## src/hw/rtl/rcp_ram.sv

```systemverilog
`timescale 1ns / 1ps

module rcp_ram #(
	parameter int WIDTH = 8,
	parameter int DEPTH = 16
) (
	input  logic                     clk,
	input  logic                     we,
	input  logic [$clog2(DEPTH)-1:0] addr,
	input  logic [WIDTH-1:0]         wdata,
	output logic [WIDTH-1:0]         rdata
);

	logic [WIDTH-1:0] mem [DEPTH];

	always_ff @(posedge clk) begin
		if (we) begin
			mem[addr] <= wdata;
		end
		rdata <= mem[addr];
	end

endmodule

```

## config.mk

```make
export PLATFORM = sky130hd
export DESIGN_NAME = rcp_ram
export DESIGN_NICKNAME = d
export VERILOG_FILES = /design/src/hw/rtl/rcp_ram.sv
export SDC_FILE = /design/constraint.sdc
export NUM_CORES = 1
export LEC_CHECK = 0
export ABC_AREA = 1
export BUFFER_PORTS_ARGS = -buffer_cell sky130_fd_sc_hd__buf_2
export CORE_MARGIN = 5
export CORE_UTILIZATION = 26
export CTS_BUF_LIST = sky130_fd_sc_hd__clkbuf_16
export CTS_CLUSTER_SIZE = 25
export DETAILED_ROUTE_END_ITERATION = 16
export GPL_TIMING_DRIVEN = 0
export PLACE_DENSITY = 0.52
export SETUP_SLACK_MARGIN = 0.05
export SYNTH_ARGS = -nofsm -noshare
export SYNTH_HDL_FRONTEND = slang
export SYNTH_SLANG_ARGS = --single-unit
```

## constraint.sdc

```tcl
create_clock -name clk -period 3.9 [get_ports clk]
set_clock_uncertainty 0.2 [all_clocks]
set_input_delay 0.39 -clock clk [delete_from_list [all_inputs] [get_ports clk]]
set_output_delay 0.39 -clock clk [all_outputs]
set_load 0.01 [all_outputs]
```

==> impl_metrics.ini, run 1 <==
[pwr]
cellPowerDensity_nw_per_um2 = 506
comb_power_share_pct = 6.2
seq_power_share_pct = 49.2
power.total_mw = 3.33
clock_power_share_pct = 44.6
switching_share_pct = 23.1
power_switching_mw = 0.769
leakage_nw = 2.76
peakVddDrop_mv = 0.345
p_int_mw = 2.56

[worst_setup_path]
worst-path-max-fanout = 10
timing.rr.end = rdata[7]
crit_path_start_kind = primary input
worst_r2r_path_depth = 8
r2r_setup_slack_ns = 2.66
worstSetupPathType = primary input to flop
cp.arrival_ns = 2.04
endpoint_kind = flop
r2r_start = mem[15][7]
required_ns = 3.75

[floorplan]
dieArea_um2 = 24500
initial_core_util_pct = 26.5
core-area_um2 = 21100
num_rows = 53
ios = 22
die_w_um = 157
die_h_um = 157

[placement]
gp_congestion = 0.820
pre_cts_slack_ns = 1.25
io_buffers = 20
hpwl_mm = 8.65

[sta]
timing.fmax_mhz = 456
max_slew_margin_pct = 43.8
setup_viol = 0
hold_viol = 0
timing.final.crit_share_pct = 56.2
setup_ws_ns = 1.71
rsz0062_at_grt = false
setup_tns_ns = 0
fin_crit_ns = 2.19
finalMaxSlewViolations = 0
worst_slew_pin_slew_ns = 0.840

[yosys]
syn-num-nets = 562
synth_top_cell_by_area = edfxtp_1
syn_inst = 548
yosys_warnings = 0
ys_ff_latch = 136
yosysSeqAreaShare_pct = 71.6
synth_top_area_share_pct = 68.7
syn_area_um2 = 5590
synthTopCellsByArea = edfxtp_1, nand2_1, dfxtp_1
synth.distinct_cells = 11
syn-mean-instance-area_um2 = 10.2

[clocking]
clk_path_buf_depth = 2
cts.sinks = 136
cts_tree = yes
post_cts_resized = 0
post-cts-setup-buffer-count = 0
clkTransAtPathRegs_ns = 0.06
clockRootBuffer = clkbuf_16
h-tree-depth = 4
numCtsBuffers = 17
clk_latency_ns = 0.42
ctsHoldBuffers = 0

[min_path]
whs_endpoint = mem[1][6]
hold_depth = 1
hold_path.class = primary input to flop
min-delay-start = wdata[6]

[final_layout]
layout-drive-gt1-share_pct = 11.5
finalNetCount = 601
area_growth_pct = 17.9
diodes = 0
final_cell_mix = nand2_1, edfxtp_1, buf_2, inv_1, nor2_1
final_common_cell = nand2_1

[global_routing]
grt_pass1_wl_mm = 20.1
grtUsageTotal_pct = 11.3
grt_start_max_net_pins = 17
grt-ovfl-total = 0
antenna_found_initial = 0
grt_pass1_vias = 3503

[detailed_routing]
wl_per_cell_um = 14.7
vias = 3610
drtIter0Drc = 264
first_pass_iters = 4
route.detailed.drc = 0
via_per_inst = 4.13
final_antenna_net_count = 0
routed_wl_mm = 12.9

[run]
maxCapViolations = 0

[outcome]
status = finished, final reports clean
[sequential cells by signal, summed over array words and instances (netlist names)]
signal  flops
mem       128
rdata       8
[logic make-up (layout without fill, tap and decap cells)]
group | count (synthesis) | count (layout) | share of synthesized area [%]
AND/OR/NAND/NOR | 368 | 368 | 24.8
flip-flops | 136 | 136 | 71.6
buffers and inverters | 44 | 96 | 3.62
[critical path, stage by stage]
cell and delay, ns:
buf_2 0.19, clkbuf_1 0.41, nand3_1 0.31, nor2_1 0.73
[layer usage]
layer  GRT usage [%]  wire length, µm  vias to the layer above
met5               0                0                        -
met4            5.33              273                        0
met3            2.43              462                       21
met1            14.5             5950                     1688
met2            18.1             6220                       67
li1                -                -                     1834
[Yosys cell counts]
cell / count
nand2_1: 346
edfxtp_1: 128
inv_1: 21
nor2_1: 18
buf_2: 12
dfxtp_1: 8
buf_4: 6
nand3_1: 4
clkbuf_1: 3
clkinv_1: 1
inv_2: 1
[final cells by class]
class	instances	area [µm²]
fillers	2235	14500
multi-input cells	368	1390
flip-flops and latches	136	4000
clock inverters	15	130
clock buffers	17	425
repair buffers	20	100
plain buffers	21	116
inverters	23	86.3
well taps	275	344
[power groups by stage]
stage	logic [mW]	registers [mW]	clock network, mW
floorplan	0.113	1.68	0
global route	0.235	1.64	1.58
finish	0.205	1.64	1.49
global placement	0.208	1.67	0
CTS	0.210	1.64	1.52
detailed placement	0.209	1.67	0
[worst max path at each step]
| stage | from | to | slack [ns] | cells past startpoint |
|---|---|---|---|---|
| floorplan | addr[1] | mem[3][0] | 1.93 | 4 |
| global placement | addr[1] | mem[3][2] | 1.26 | 4 |
| detailed placement | addr[1] | mem[3][2] | 1.25 | 4 |
| CTS | addr[1] | mem[3][4] | 1.70 | 4 |
| global route | addr[1] | mem[3][5] | 1.58 | 4 |
| finish | addr[1] | mem[3][5] | 1.71 | 4 |
[through the flow]
step,area [µm²],hold WS [ns],utilization [%],std cells
finish,6590,0.193,31.3,875
global route,6590,0.190,31.3,875
CTS,6590,0.171,31.3,875
detailed placement,6040,0.499,28.6,843
global placement,6040,0.493,28.6,843
floorplan,5590,0.289,-,548
No activity file was read; power rests on OpenSTA's default activity.
==> run 2: changes to the inputs <==
--- a/config.mk
+++ b/config.mk
@@ -13,7 +13,7 @@
 export CTS_CLUSTER_SIZE = 25
 export DETAILED_ROUTE_END_ITERATION = 16
 export GPL_TIMING_DRIVEN = 0
-export PLACE_DENSITY = 0.52
+export PLACE_DENSITY = 0.54
 export SETUP_SLACK_MARGIN = 0.05
 export SYNTH_ARGS = -nofsm -noshare
 export SYNTH_HDL_FRONTEND = slang
==> constraint.sdc (replaced) <==
create_clock -name clk -period 2 [get_ports clk]
set_clock_uncertainty 0.2 [all_clocks]
set_input_delay 0.2 -clock clk [delete_from_list [all_inputs] [get_ports clk]]
set_output_delay 0.2 -clock clk [all_outputs]
set_load 0.01 [all_outputs]
==> impl_metrics.ini, run 2 (synthesis gave the netlist of run 1 again) <==
[worst_setup_path]
startpoint = addr[1]
worst-path-max-fanout = 10
r2r_setup_slack_ns = 0.76
crit_path_start_kind = primary input
r2r_start = mem[9][7]
cp.arrival_ns = 1.83
required_ns = 1.84
worstPathCellList = buf_2, clkbuf_1, nand3_1, nor2_1
critPathMaxStageDelay_ns = 0.68
worstSetupPathType = primary input to flop
endpoint_kind = flop
critPathSlowestCell = nor2_1

[clocking]
clk_latency_ns = 0.42
cts_tree = yes
clkTransAtPathRegs_ns = 0.05
clk_path_buf_depth = 2
clockRootBuffer = clkbuf_16
h-tree-depth = 4
cts.sinks = 136
numCtsBuffers = 17
ctsHoldBuffers = 0

[final_layout]
diodes = 0
layoutNonFillerInstCount = 873
finalNetCount = 601
layout-drive-gt1-share_pct = 12.7
largest-register = mem
top_regs = mem: 128 flops, rdata: 8 flops
final_common_cell = nand2_1
area_growth_pct = 17.7
final_cell_mix = nand2_1, edfxtp_1, buf_2, inv_1, clkbuf_16
largest_reg_flops = 128

[global_routing]
antenna_found_initial = 0
grt_pass1_vias = 3531
grt_pass1_wl_mm = 20.5
grtUsageTotal_pct = 11.6
grt_start_max_net_pins = 17
grt-ovfl-total = 0

[floorplan]
ios = 22
num_rows = 53
initial_core_util_pct = 26.5
core-area_um2 = 21100
die_h_um = 157
die_w_um = 157
dieArea_um2 = 24500

[run]
maxCapViolations = 0

[sta]
rsz0062_at_grt = true
max_slew_margin_pct = 48.1
hold_viol = 0
fin_crit_ns = 1.99
finalMaxSlewViolations = 0
timing.fmax_mhz = 503
worst_slew_pin_slew_ns = 0.775
setup_ws_ns = 0.0134
timing.final.crit_share_pct = 99.3
setup_viol = 0

[pwr]
peakVddDrop_mv = 0.619
cellPowerDensity_nw_per_um2 = 969
leakage_nw = 2.75

[detailed_routing]
final_antenna_net_count = 0
via_per_inst = 4.14
vias = 3615
wl_per_cell_um = 15.5
route.detailed.drc = 0
first_pass_iters = 5
routed_wl_mm = 13.5
drtIter0Drc = 331

[min_path]
min-delay-start = wdata[3]
hold_path.class = primary input to flop

[placement]
placedCellCount = 843
gp_congestion = 0.829
io_buffers = 20
pre_cts_slack_ns = -0.439
hpwl_mm = 8.69

[outcome]
status = finished, final reports clean
[run 2: path summary, 6_finish.rpt]
path | end | cells after the start
worst min-delay path | mem[2][3] | 1
worst max-delay path | mem[10][7] | 4
worst max register to register | rdata[7] | 8
worst min register to register | rdata[4] | 8
[run 2: layout make-up]
class,count,area [µm²]
plain buffers,21,116
well taps,275,344
flip-flops and latches,136,4000
multi-input cells,368,1410
repair buffers,20,100
fillers,2195,14500
inverters,23,86.3
clock buffers,17,425
clock inverters,13,90.1
[run 2: per-layer routing]
| metal | vias to the layer above | GRT usage [%] | share of wire, % |
|---|---|---|---|
| met5 | - | 0 | 0 |
| met4 | 0 | 4.42 | 1.9 |
| met3 | 14 | 2.90 | 4.6 |
| met2 | 79 | 17.8 | 45 |
| met1 | 1697 | 15.8 | 48 |
| li1 | 1825 | - | - |
[run 2: where the power goes]
group	switching [mW]	total, mW	leakage, nW	internal [mW]
Clock	1.10	2.76	0.254	1.66
Sequential	0.0148	3.20	1.22	3.19
Combinational	0.302	0.411	1.28	0.110
[run 2: timing repair]
item / in CTS / in global routing
resized for setup: 3 / 8
setup buffers: 0 / 0
cloned: 0 / 0
setup endpoints to repair: 32 / 72
[run 2: worst max-delay path: cells and delay by family]
kind	cells	cell delay [ns]
buffers and inverters	2	0.61
and+or+nand+nor	2	1.00
[run 2: through the flow]
| stage | util, % | cell area (µm²) | total power, mW | hold WS [ns] | setup TNS [ns] |
|---|---|---|---|---|---|
| floorplan | - | 5590 | 3.49 | 0.0989 | 0 |
| global placement | 28.6 | 6040 | 3.67 | 0.402 | -42.26 |
| detailed placement | 28.6 | 6040 | 3.67 | 0.403 | -42.89 |
| CTS | 31.1 | 6560 | 6.43 | 0.0264 | -0.0260 |
| global route | 31.2 | 6580 | 6.63 | 0.0184 | -1.79 |
| finish | 31.2 | 6580 | 6.37 | 0.0270 | 0 |
==> run 3: changes to the inputs <==
--- a/config.mk
+++ b/config.mk
@@ -7,6 +7,7 @@
 export LEC_CHECK = 0
 export ABC_AREA = 1
 export BUFFER_PORTS_ARGS = -buffer_cell sky130_fd_sc_hd__buf_2
+export CORE_ASPECT_RATIO = 0.75
 export CORE_MARGIN = 5
 export CORE_UTILIZATION = 26
 export CTS_BUF_LIST = sky130_fd_sc_hd__clkbuf_16
==> constraint.sdc (replaced) <==
create_clock -name clk -period 2 [get_ports clk]
set_clock_uncertainty 0.2 [all_clocks]
set_input_delay 0.3 -clock clk [delete_from_list [all_inputs] [get_ports clk]]
set_output_delay 0.3 -clock clk [all_outputs]
set_load 0.01 [all_outputs]
==> impl_metrics.ini, run 3 (synthesis gave the netlist of run 1 again) <==
[floorplan]
dieArea_um2 = 24600
die_w_um = 179
die_h_um = 137
ios = 22
num_rows = 46
core-area_um2 = 21200
initial_core_util_pct = 26.4

[detailed_routing]
wl_per_cell_um = 15.0
vias = 3559
drtIter0Drc = 330
routed_wl_mm = 13.3
route.detailed.drc = 0
first_pass_iters = 5
final_antenna_net_count = 0
via_per_inst = 4.01

[clocking]
cts_tree = yes
numCtsBuffers = 17
h-tree-depth = 4
clockRootBuffer = clkbuf_16
cts.sinks = 136
clkTransAtPathRegs_ns = 0.06
clk_path_buf_depth = 2
post-cts-setup-buffer-count = 0
clk_latency_ns = 0.41

[min_path]
hold_path.class = primary input to flop

[worst_setup_path]
required_ns = 1.84
cp_common_cell = buf_2
cp.arrival_ns = 1.88
endpoint_kind = flop
crit_path_start_kind = primary input
worst-path-max-fanout = 10
worstSetupPathType = primary input to flop
critPathMaxStageDelay_ns = 0.68
critPathSlowestCell = nor2_1
worstPathCellList = buf_2, clkinv_1, buf_2, nand3_1, nor2_1

[placement]
io_buffers = 20
hpwl_mm = 8.65
placed_area_um2 = 6050
gp_congestion = 0.777

[global_routing]
grtUsageTotal_pct = 11.5
grt-ovfl-total = 0
grt_start_max_net_pins = 17
antenna_found_initial = 0
grt_pass1_wl_mm = 20.8
grt_pass1_vias = 3542

[sta]
timing.fmax_mhz = 488
hold_viol = 0
finalMaxSlewViolations = 0
setup_viol = 16
setup_ws_ns = -0.0476
worst_slew_pin_slew_ns = 0.767
setup_tns_ns = -0.664
max_slew_margin_pct = 48.7
timing.final.crit_share_pct = 102
rsz0062_at_grt = true
fin_crit_ns = 2.05

[final_layout]
area_growth_pct = 19.8
final_cell_mix = nand2_1, edfxtp_1, buf_2, inv_1, clkbuf_16
finalNetCount = 601
n_fill_cell = 2223
final_area_um2 = 6700
diodes = 0
largest-register = mem
layout-drive-gt1-share_pct = 14.2
largest_reg_flops = 128
final_common_cell = nand2_1
top_regs = mem: 128 flops, rdata: 8 flops

[pwr]
power.total_mw = 6.80
leakage_nw = 2.79
cellPowerDensity_nw_per_um2 = 1010
peakVddDrop_mv = 0.596

[outcome]
status = complete, but fails checks
violations = negative setup slack

[run]
maxCapViolations = 0
-- run 3: worst max-delay path: cells and delay by family --
family	cells	cell delay, ns
buffers and inverters	3	0.61
AND/OR/NAND/NOR	2	0.97
-- run 3: final cells by class --
cell class,count,area (µm²),area share (%)
multi-input cells,368,1430,21.4
repair buffers,20,100,1.49
inverters,23,86.3,1.29
clock inverters,15,178,2.65
plain buffers,21,118,1.75
well taps,288,360,5.38
clock buffers,17,425,6.35
flip-flops and latches,136,4000,59.7
-- run 3: stage by stage --
step,hold WS [ns],cells,setup slack (ns),util [%]
after floorplan,0.199,548,0.123,-
after global placement,0.503,856,-0.614,28.6
after detailed placement,0.503,856,-0.602,28.6
after CTS,0.118,888,-0.105,31.5
after global routing,0.122,888,-0.127,31.6
final,0.127,888,-0.0476,31.6
-- run 3: timing repair --
action / in CTS / in global routing
endpoints found under the setup margin: 128 / 80
gates cloned: 0 / 0
hold buffers: 0 / 0
resized for setup: 9 / 9
-- run 3: metal layers --
layer | vias to the layer above | GRT usage [%] | routed length [µm]
met3 | 9 | 2.43 | 813
met1 | 1646 | 16.5 | 6360
li1 | 1831 | - | -
met2 | 73 | 17.4 | 6030
met5 | - | 0 | 0
met4 | 0 | 3.97 | 120
-- run 3: path summary, 6_finish.rpt --
check / slack, ns / start / end / cells after the start
worst max-delay path: -0.05 / addr[1] / mem[4][4] / 5
worst min-delay path: 0.13 / wdata[5] / mem[9][5] / 1
worst max register to register: 0.76 / mem[11][1] / rdata[1] / 8
worst min register to register: 0.53 / mem[0][5] / rdata[5] / 8
-- run 3: report_power, final --
group / leakage (nW) / internal [mW] / switching, mW
logic: 1.28 / 0.110 / 0.297
registers: 1.22 / 3.19 / 0.0151
clock network: 0.287 / 1.97 / 1.22
total: 2.79 / 5.26 / 1.53
